--- src/rtl/fth_pkg.sv ---
// ----------------------------------------------------------------------------
// fth_pkg: shared types and constants for the frequency to hue RGB block
// Holds the register map, fixed-point defaults and the channel constants.
// ----------------------------------------------------------------------------
`default_nettype none

package fth_pkg;

  localparam int FRAC_BITS_DEF = 16;
  localparam int SAMPLE_W      = 32;
  localparam int CFG_IDX_W     = 8;

  localparam logic [CFG_IDX_W-1:0] REG_LOW_BOUND  = 8'd0;
  localparam logic [CFG_IDX_W-1:0] REG_HIGH_BOUND = 8'd1;

  localparam logic [SAMPLE_W-1:0] LOW_BOUND_RST  = 32'h0000_0000;
  localparam logic [SAMPLE_W-1:0] HIGH_BOUND_RST = 32'hFFFF_FFFF;

  // channel = floor((918*t + 232*one) / (5*one)), t the ramp in 0..one
  localparam int MUL_C     = 918;
  localparam int ADD_M     = 232;
  localparam int X_W       = 11;
  localparam int RECIP5    = 6554;
  localparam int RECIP_SH  = 15;
  localparam int PROD_W    = 24;

  typedef struct packed {
    logic vld;
    logic zero;
    logic one;
  } ctl_t;

  // Divide a short integer part by five and clamp to one byte.
  function automatic logic [7:0] chan_lvl(input logic [X_W-1:0] x);
    logic [PROD_W-1:0] p;
    logic [PROD_W-RECIP_SH-1:0] q;
    p = PROD_W'(x) * PROD_W'(RECIP5);
    q = p[PROD_W-1:RECIP_SH];
    chan_lvl = (q > 9'd255) ? 8'hFF : q[7:0];
  endfunction

endpackage

`default_nettype wire

--- src/rtl/fth_norm.sv ---
// ----------------------------------------------------------------------------
// fth_norm: bound handling front end
// Sorts out equal, ordered and reversed bounds and forms the dividend
// and divisor of the normalization, or a forced fraction of zero or one.
// ----------------------------------------------------------------------------
`default_nettype none

module fth_norm (
  input  wire logic                           clk,
  input  wire logic                           rst_n,
  input  wire logic                           in_vld,
  input  wire logic [fth_pkg::SAMPLE_W-1:0]   in_sample,
  input  wire logic [fth_pkg::SAMPLE_W-1:0]   low_bound,
  input  wire logic [fth_pkg::SAMPLE_W-1:0]   high_bound,
  output fth_pkg::ctl_t                       out_ctl,
  output logic [fth_pkg::SAMPLE_W-1:0]        out_num,
  output logic [fth_pkg::SAMPLE_W-1:0]        out_den
);

  fth_pkg::ctl_t                 ctl_r, ctl_nxt;
  logic [fth_pkg::SAMPLE_W-1:0]  num_r, num_nxt;
  logic [fth_pkg::SAMPLE_W-1:0]  den_r, den_nxt;

  always_comb begin
    ctl_nxt.vld  = in_vld;
    ctl_nxt.zero = 1'b0;
    ctl_nxt.one  = 1'b0;
    num_nxt      = in_sample - low_bound;
    den_nxt      = high_bound - low_bound;
    if (high_bound == low_bound) begin
      ctl_nxt.zero = (in_sample < low_bound);
      ctl_nxt.one  = !(in_sample < low_bound);
    end else if (high_bound > low_bound) begin
      ctl_nxt.zero = (in_sample < low_bound);
    end else begin
      // reversed bounds: distance measured downward from low
      ctl_nxt.zero = (in_sample > low_bound);
      num_nxt      = low_bound - in_sample;
      den_nxt      = low_bound - high_bound;
    end
  end

  always_ff @(posedge clk) begin
    if (!rst_n) begin
      ctl_r <= '0;
    end else begin
      ctl_r <= ctl_nxt;
    end
  end

  always_ff @(posedge clk) begin
    num_r <= num_nxt;
    den_r <= den_nxt;
  end

  assign out_ctl = ctl_r;
  assign out_num = num_r;
  assign out_den = den_r;

endmodule

`default_nettype wire

--- src/rtl/fth_div.sv ---
// ----------------------------------------------------------------------------
// fth_div: pipelined restoring divider
// Passes a forced zero, clamps at one when the dividend reaches the divisor,
// else produces one fraction bit per stage.
// ----------------------------------------------------------------------------
`default_nettype none

module fth_div #(
  parameter int FRAC_BITS = fth_pkg::FRAC_BITS_DEF
) (
  input  wire logic                          clk,
  input  wire logic                          rst_n,
  input  wire fth_pkg::ctl_t                 in_ctl,
  input  wire logic [fth_pkg::SAMPLE_W-1:0]  in_num,
  input  wire logic [fth_pkg::SAMPLE_W-1:0]  in_den,
  output logic                               out_vld,
  output logic [FRAC_BITS:0]                 out_frac
);

  localparam int SW = fth_pkg::SAMPLE_W;

  fth_pkg::ctl_t     ctl_r [0:FRAC_BITS];
  logic [SW-1:0]     rem_r [0:FRAC_BITS];
  logic [SW-1:0]     den_r [0:FRAC_BITS];
  logic [FRAC_BITS-1:0] q_r [0:FRAC_BITS];

  // entry stage: decide the clamp at one
  always_ff @(posedge clk) begin
    if (!rst_n) begin
      ctl_r[0] <= '0;
    end else begin
      ctl_r[0].vld  <= in_ctl.vld;
      ctl_r[0].zero <= in_ctl.zero;
      ctl_r[0].one  <= in_ctl.one | (!in_ctl.zero && (in_num >= in_den));
    end
  end

  always_ff @(posedge clk) begin
    rem_r[0] <= in_num;
    den_r[0] <= in_den;
    q_r[0]   <= '0;
  end

  for (genvar i = 1; i <= FRAC_BITS; i++) begin : g_step
    logic [SW:0]          rem2;
    logic                 ge;
    logic [SW:0]          diff;
    logic [SW-1:0]        rem_nxt;
    logic [FRAC_BITS-1:0] q_nxt;

    always_comb begin
      rem2    = {rem_r[i-1], 1'b0};
      diff    = rem2 - {1'b0, den_r[i-1]};
      ge      = (rem2 >= {1'b0, den_r[i-1]});
      rem_nxt = ge ? diff[SW-1:0] : rem2[SW-1:0];
      q_nxt   = {q_r[i-1][FRAC_BITS-2:0], ge};
    end

    always_ff @(posedge clk) begin
      if (!rst_n) begin
        ctl_r[i] <= '0;
      end else begin
        ctl_r[i] <= ctl_r[i-1];
      end
    end

    always_ff @(posedge clk) begin
      rem_r[i] <= rem_nxt;
      den_r[i] <= den_r[i-1];
      q_r[i]   <= q_nxt;
    end
  end

  assign out_vld  = ctl_r[FRAC_BITS].vld;
  assign out_frac = ctl_r[FRAC_BITS].zero ? '0 :
                    ctl_r[FRAC_BITS].one  ? {1'b1, {FRAC_BITS{1'b0}}} :
                                            {1'b0, q_r[FRAC_BITS]};

endmodule

`default_nettype wire

--- src/rtl/fth_color.sv ---
// ----------------------------------------------------------------------------
// fth_color: hue to RGB back end
// Splits the fraction into sector and ramp, scales the ramp into a
// channel level and places the levels by sector.
// ----------------------------------------------------------------------------
`default_nettype none

module fth_color #(
  parameter int FRAC_BITS = fth_pkg::FRAC_BITS_DEF
) (
  input  wire logic                 clk,
  input  wire logic                 rst_n,
  input  wire logic                 in_vld,
  input  wire logic [FRAC_BITS:0]   in_frac,
  output logic                      out_vld,
  output logic [7:0]                out_red,
  output logic [7:0]                out_green,
  output logic [7:0]                out_blue
);

  localparam int SC_W = FRAC_BITS + 4;
  localparam int W_W  = FRAC_BITS + fth_pkg::X_W;
  localparam int XW   = fth_pkg::X_W;
  localparam logic [7:0] CV =
    fth_pkg::chan_lvl(XW'(fth_pkg::MUL_C + fth_pkg::ADD_M));
  localparam logic [7:0] ZV = fth_pkg::chan_lvl(XW'(fth_pkg::ADD_M));

  // stage 1: sector and ramp
  logic [SC_W-1:0]    scaled;
  logic [2:0]         sec_nxt;
  logic [FRAC_BITS:0] ramp_nxt;
  logic               vld1_r;
  logic [2:0]         sec1_r;
  logic [FRAC_BITS:0] ramp_r;

  always_comb begin
    scaled   = ({3'b000, in_frac} << 2) + {3'b000, in_frac};
    sec_nxt  = scaled[FRAC_BITS+2:FRAC_BITS];
    ramp_nxt = sec_nxt[0] ? ({1'b1, {FRAC_BITS{1'b0}}} - {1'b0, scaled[FRAC_BITS-1:0]})
                          : {1'b0, scaled[FRAC_BITS-1:0]};
  end

  // stage 2: integer part of the scaled ramp
  logic [W_W-1:0] w;
  logic           vld2_r;
  logic [2:0]     sec2_r;
  logic [XW-1:0]  x_r;

  always_comb begin
    w = W_W'(ramp_r) * W_W'(fth_pkg::MUL_C) + (W_W'(fth_pkg::ADD_M) << FRAC_BITS);
  end

  // stage 3: divide by five and place by sector
  logic [7:0] xv;
  logic [7:0] red_nxt, green_nxt, blue_nxt;
  logic       vld3_r;
  logic [7:0] red_r, green_r, blue_r;

  always_comb begin
    xv = fth_pkg::chan_lvl(x_r);
    case (sec2_r)
      3'd0: begin
        red_nxt = CV; green_nxt = xv; blue_nxt = ZV;
      end
      3'd1: begin
        red_nxt = xv; green_nxt = CV; blue_nxt = ZV;
      end
      3'd2: begin
        red_nxt = ZV; green_nxt = CV; blue_nxt = xv;
      end
      3'd3: begin
        red_nxt = ZV; green_nxt = xv; blue_nxt = CV;
      end
      3'd4: begin
        red_nxt = xv; green_nxt = ZV; blue_nxt = CV;
      end
      default: begin
        red_nxt = CV; green_nxt = ZV; blue_nxt = xv;
      end
    endcase
  end

  always_ff @(posedge clk) begin
    if (!rst_n) begin
      vld1_r <= 1'b0;
      vld2_r <= 1'b0;
      vld3_r <= 1'b0;
    end else begin
      vld1_r <= in_vld;
      vld2_r <= vld1_r;
      vld3_r <= vld2_r;
    end
  end

  always_ff @(posedge clk) begin
    sec1_r  <= sec_nxt;
    ramp_r  <= ramp_nxt;
    sec2_r  <= sec1_r;
    x_r     <= w[W_W-1:FRAC_BITS];
    red_r   <= red_nxt;
    green_r <= green_nxt;
    blue_r  <= blue_nxt;
  end

  assign out_vld   = vld3_r;
  assign out_red   = red_r;
  assign out_green = green_r;
  assign out_blue  = blue_r;

endmodule

`default_nettype wire

--- src/rtl/frequency_to_hue_rgb.sv ---
// Pipeline: FRAC_BITS + 5 register stages, the first loaded at the accepting
// edge and the last driving the result strobe.
// Throughput: one sample per cycle; busy stays low, the divider takes one
// quotient bit per pipeline stage so every stage accepts a new beat each cycle.
// Results leave on out_valid for one cycle; the receiver cannot stall.
// Reset (synchronous, rst_n low) clears all valid bits and sets low_bound
// to 0 and high_bound to all ones.
// ----------------------------------------------------------------------------
// frequency_to_hue_rgb: frequency sample to RGB colour
// Normalizes a sample between two bounds, maps it to a hue and converts
// it to RGB channel levels with fixed saturation and value.
// ----------------------------------------------------------------------------
`default_nettype none

module frequency_to_hue_rgb #(
  parameter int FRAC_BITS = fth_pkg::FRAC_BITS_DEF
) (
  input  wire logic                            clk,
  input  wire logic                            rst_n,
  input  wire logic                            start,
  output logic                                 busy,
  input  wire logic [fth_pkg::SAMPLE_W-1:0]    in_freq_sample,
  input  wire logic                            cfg_valid,
  output logic                                 cfg_ready,
  input  wire logic [fth_pkg::CFG_IDX_W-1:0]   cfg_index,
  input  wire logic [fth_pkg::SAMPLE_W-1:0]    cfg_data,
  output logic                                 out_valid,
  output logic [7:0]                           out_red_level,
  output logic [7:0]                           out_green_level,
  output logic [7:0]                           out_blue_level,
  output logic [23:0]                          out_packed_rgb
);

  logic [fth_pkg::SAMPLE_W-1:0] low_bound_r;
  logic [fth_pkg::SAMPLE_W-1:0] high_bound_r;

  fth_pkg::ctl_t                norm_ctl;
  logic [fth_pkg::SAMPLE_W-1:0] norm_num;
  logic [fth_pkg::SAMPLE_W-1:0] norm_den;
  logic                         div_vld;
  logic [FRAC_BITS:0]           div_frac;
  logic [7:0]                   red, green, blue;

  assign busy      = 1'b0;
  assign cfg_ready = 1'b1;

  always_ff @(posedge clk) begin
    if (!rst_n) begin
      low_bound_r  <= fth_pkg::LOW_BOUND_RST;
      high_bound_r <= fth_pkg::HIGH_BOUND_RST;
    end else if (cfg_valid && cfg_ready) begin
      // drop writes to unknown indexes
      if (cfg_index == fth_pkg::REG_LOW_BOUND) begin
        low_bound_r <= cfg_data;
      end else if (cfg_index == fth_pkg::REG_HIGH_BOUND) begin
        high_bound_r <= cfg_data;
      end
    end
  end

  fth_norm u_norm (
    .clk        (clk),
    .rst_n      (rst_n),
    .in_vld     (start && !busy),
    .in_sample  (in_freq_sample),
    .low_bound  (low_bound_r),
    .high_bound (high_bound_r),
    .out_ctl    (norm_ctl),
    .out_num    (norm_num),
    .out_den    (norm_den)
  );

  fth_div #(
    .FRAC_BITS (FRAC_BITS)
  ) u_div (
    .clk      (clk),
    .rst_n    (rst_n),
    .in_ctl   (norm_ctl),
    .in_num   (norm_num),
    .in_den   (norm_den),
    .out_vld  (div_vld),
    .out_frac (div_frac)
  );

  fth_color #(
    .FRAC_BITS (FRAC_BITS)
  ) u_color (
    .clk       (clk),
    .rst_n     (rst_n),
    .in_vld    (div_vld),
    .in_frac   (div_frac),
    .out_vld   (out_valid),
    .out_red   (red),
    .out_green (green),
    .out_blue  (blue)
  );

  assign out_red_level   = red;
  assign out_green_level = green;
  assign out_blue_level  = blue;
  assign out_packed_rgb  = {red, green, blue};

endmodule

`default_nettype wire

--- config.mk ---
export PLATFORM = sky130hd
export DESIGN_NAME = frequency_to_hue_rgb
export DESIGN_NICKNAME = d
export VERILOG_FILES = /design/src/rtl/fth_pkg.sv /design/src/rtl/fth_norm.sv /design/src/rtl/fth_div.sv /design/src/rtl/fth_color.sv /design/src/rtl/frequency_to_hue_rgb.sv
export SDC_FILE = /design/constraint.sdc
export NUM_CORES = 2
export LEC_CHECK = 0
export BUFFER_PORTS_ARGS = -buffer_cell sky130_fd_sc_hd__buf_2
export CAP_MARGIN = 10
export CORE_ASPECT_RATIO = 0.75
export CORE_MARGIN = 1
export CORE_UTILIZATION = 50
export CTS_CLUSTER_SIZE = 20
export DETAILED_ROUTE_END_ITERATION = 10
export HOLD_SLACK_MARGIN = 0.05
export PLACE_DENSITY_LB_ADDON = 0.2
export SYNTH_ARGS = -nofsm -noshare
export SYNTH_HDL_FRONTEND = slang
export SYNTH_HIERARCHICAL = 1
export SYNTH_SLANG_ARGS = --single-unit
--- constraint.sdc ---
create_clock -name clk -period 9.4 [get_ports clk]
set_clock_uncertainty 0.2 [all_clocks]
set_input_delay 0.47 -clock clk [delete_from_list [all_inputs] [get_ports clk]]
set_output_delay 0.47 -clock clk [all_outputs]
set_load 0.02 [all_outputs]
==> results by group <==
CTS
  – Number of buffers inserted to repair setup after CTS: 0
  – Later-pin clock latency in the skew report: 790 ps
  – Maximum buffer depth of the clock tree: 3
  – Sink Count: 1,403
  – CTS tree: done
  – Clk slew on worst S/H paths: 70 ps
  – Root buf cell: clkbuf_16
  – Number of buffers added to fix hold violations after cts: 61
  – Maximum level of the CTS H-tree: 4
  – Number of clock buffers inserted by TritonCTS: 140
  – PostCTS Resize Cnt: 0

Placement
  – Count of buffers inserted at the top-level ports: 124
  – Number of placed instances, taps included: 10,100
  – Cell area reported after detailed placement: 78,400 µm²
  – RePlAce Congestion: 0.953
  – Sum of net half-perimeters after detailed placement: 152,000 µm

Global routing
  – Largest net degree at the start of global routing: 113
  – Initial antenna violation count: 20
  – Number of global-route vias before repair: 54,200
  – Remaining Overflow, GRT: 0
  – Total global-route track usage: 0.243
  – Wire length of the first global-routing pass: 298,000 µm

Yosys
  – Mux contribution to synthesized area: 0.0582
  – Post-Synthesis Cells: 8,204
  – Number of flops mapped to enable cells by yosys: 0
  – Most area-hungry cell type in the Yosys netlist: dfxtp_1
  – Synthesized-area fraction occupied by adder cells: 0.163
  – Share of synthesized cell area in and, or, nand and nor gates: 0.117
  – Post-synthesis sequential area ratio: 0.368
  – Synth warnings: 6
  – Fraction of the mapped netlist area in compound gates: 0.173
  – Cell types with the highest counts after synthesis: 1,403 x dfxtp_1, 918 x inv_1, 825 x ha_1
  – Number of storage elements in the synthesis netlist: 1,403
  – Primary flip-flop cell chosen by synthesis mapping: dfxtp_1
  – Netlist area before placement: 76,300 µm²
  – Async S/R FF share, synth: 0
  – Fraction of synthesized cell area in xor and xnor cells: 0.0583
  – Net Count, Synth: 9,210
  – Avg Inst Size Synth: 9.30 µm²
  – Area share of the largest cell type after synthesis: 0.368
  – Count of distinct cell types in the synthesized netlist: 125
  – Largest family of logic cells by synthesized area: compound AO/OA/AOI/OAI gates
  – Most numerous cell in the Yosys netlist: dfxtp_1
  – Largest cells by area after synthesis: dfxtp_1 37%, ha_1 14%, inv_1 4.5%

Floorplan
  – Die width: 453 µm
  – Ports placed on the boundary: 127
  – Die footprint: 154,000 µm²
  – Site row count: 123
  – Total core area: 151,000 µm²
  – Starting Density: 0.506
  – Die Ht: 340 µm

Route
  – First-pass detailed-route iteration total: 6
  – Routed wire per std cell: 18.4 µm
  – Residual antenna-violating net count after detailed routing: 0
  – Number of remaining DRC errors: 0
  – Total via count in the routed design: 57,300
  – DRC marker count from the first detailed-route iteration: 4,506
  – Total wire length: 192,000 µm
  – Vias per cell: 5.49

Pwr
  – IR Drop Worst-Case VDD: 1.03 mV
  – Ratio of total power to cell area: 404 nW/µm²
  – LEAKAGE: 43.6 nW

STA
  – Maximum achievable frequency: 0.180 GHz
  – Setup violations, final: 0
  – Worst Tran Pin Value: 1320 ps
  – Setup TNS Final: 0 ps
  – Setup repair after global routing missed its margin: false
  – Part of the cycle the worst path needs: 0.591
  – Rel. slew slack: 0.110
  – Final hold viol count: 0
  – Final critical delay including setup and external delays: 5550 ps
  – Final Max Slew Viols: 0

Hold path
  – Number of cells on the worst hold path: 4
  – Path class of the lowest-slack min-delay path: input port to flop
  – Endpoint of the worst hold-timing path: u_norm/out_num[17]
  – Worst hold path startpoint: in_freq_sample[17]

Worst setup path
  – R2R cell count: 20
  – Critical path arrival: 6020 ps
  – Reg-to-Reg Start: u_color/x_r[3]
  – Worst R2R End: u_color/out_blue[7]
  – Data required time of the worst path: 9870 ps
  – Largest fanout on the critical path: 5
  – Element type at the critical path start: flop
  – Type of the setup path with the least slack: flop to flop
  – Kind of end point of the critical path: flop
  – Slack of the worst reg-to-reg path: 3850 ps

Final layout
  – Relative area change from synthesis to final layout: 9.62%
  – Fraction of final layout cells sized beyond drive strength 1: 0.0889
  – Final nets: 9,325
  – Fillers: 13,500
  – Final Non-Filler Cells: 10,400
  – Final instance area: 83,600 µm²
  – Core occupancy in the finished layout: 0.555

Run status
  – Run status: finished, final reports clean

Run
  – Max capacitance violation total: 0
power breakdown:
group          leakage, nW  internal [mW]  switching (mW)
clock                 2.27           3.21            2.42
combinational         29.7           8.37            11.0
sequential            11.6           7.60            1.10
layout make-up:
class | instances | area [µm²] | share of cell area
Multi-Input combinational cell | 5642 | 43500 | 0.520
Sequential cell | 1403 | 28100 | 0.336
Clock buffer | 199 | 4030 | 0.0482
Inverter | 922 | 3470 | 0.0416
Tap cell | 2000 | 2500 | 0.0299
Timing Repair Buffer | 210 | 1420 | 0.0170
Clock inverter | 52 | 611 | 0.00730
Antenna cell | 3 | 7.51 | 0.0000898
worst max-delay path by stage:
stage,from,endpoint,slack [ps],cells past startpoint
after detailed placement,u_color/x_r[9],u_color/out_red[3],3890,19
final,u_color/x_r[3],u_color/out_blue[7],3850,20
after floorplan,u_color/x_r[3],u_color/out_blue[7],4210,20
after CTS,u_color/x_r[3],u_color/out_blue[7],3830,20
after global routing,u_color/ramp_r[9],u_color/x_r[7],3520,17
after global placement,u_color/x_r[9],u_color/out_blue[7],3900,19
flip-flops by register name (all words and copies together), names as in the netlist, 17 cells and up:
register / count
u_div/q_r: 136
u_div/rem_r: 512
high_bound_r: 32
u_norm/out_den: 32
u_norm/out_num: 32
u_div/den_r: 512
u_color/ramp_r: 17
low_bound_r: 32
u_div/ctl_r: 51
stage by stage:
| stage | worst slack [ps] | power, mW | hold slack [ps] |
|---|---|---|---|
| finish | 3850 | 33.8 | 110 |
| global route | 3520 | 36.8 | 112 |
| CTS | 3830 | 33.9 | 51.6 |
| detailed placement | 3890 | 28.0 | 112 |
| global placement | 3900 | 27.9 | 110 |
| floorplan | 4210 | 23.7 | 110 |
worst max-delay path, stage by stage, from the launching register on:
cell	delay, ps
dfxtp_1	400
inv_1	60
ha_1	330
fa_1	570
inv_1	80
fa_1	530
inv_1	60
fa_1	420
inv_1	80
fa_1	420
ha_1	320
a21o_1	180
a21o_1	170
a221o_1	320
a31oi_4	220
a21oi_2	130
o211a_1	250
nor2_2	90
mux2i_1	310
a21boi_0	220
nor2_1	60
cell families (layout without fill, tap and decap cells):
group / count (synthesis) / in the layout
other cells: 2 / 5
mux: 397 / 397
buf+inv: 1159 / 1383
fa+ha+maj: 930 / 930
xor+xnor: 507 / 507
simple gates: 1796 / 1796
flops: 1403 / 1403
compound gates: 2010 / 2010
layout by cell type, fill, tap and decap left out, types with 27 or more instances in the layout:
| master | count |
|---|---|
| dfxtp_1 | 1403 |
| mux2_2 | 234 |
| mux2_1 | 32 |
| xnor2_1 | 318 |
| nand2_1 | 508 |
| and3_1 | 64 |
| nor3_1 | 96 |
| buf_2 | 123 |
| fa_1 | 105 |
| mux2_4 | 27 |
| mux2i_1 | 104 |
| and2_1 | 104 |
| nor2b_1 | 154 |
| o21a_1 | 81 |
| a211oi_1 | 68 |
| nand4_1 | 107 |
| o31ai_1 | 44 |
| inv_1 | 918 |
| xor2_1 | 188 |
| clkbuf_16 | 144 |
| a31oi_1 | 63 |
| o21ai_0 | 424 |
| a21o_1 | 359 |
| dlygate4sd3_1 | 61 |
| clkbuf_1 | 33 |
| o211ai_1 | 29 |
| nand3_1 | 116 |
| nor2_1 | 405 |
| ha_1 | 825 |
| o21bai_1 | 69 |
| nand2b_1 | 88 |
| a21oi_1 | 565 |
metal layers:
metal  share of wire  global-route usage  up-vias
met5         0.00028                   0        -
met4           0.020              0.0619       10
met3           0.086              0.0721      243
met2            0.40               0.341     1534
met1            0.49               0.357    26900
li1                -                   -    28600
No activity file was read; power rests on OpenSTA's default activity.
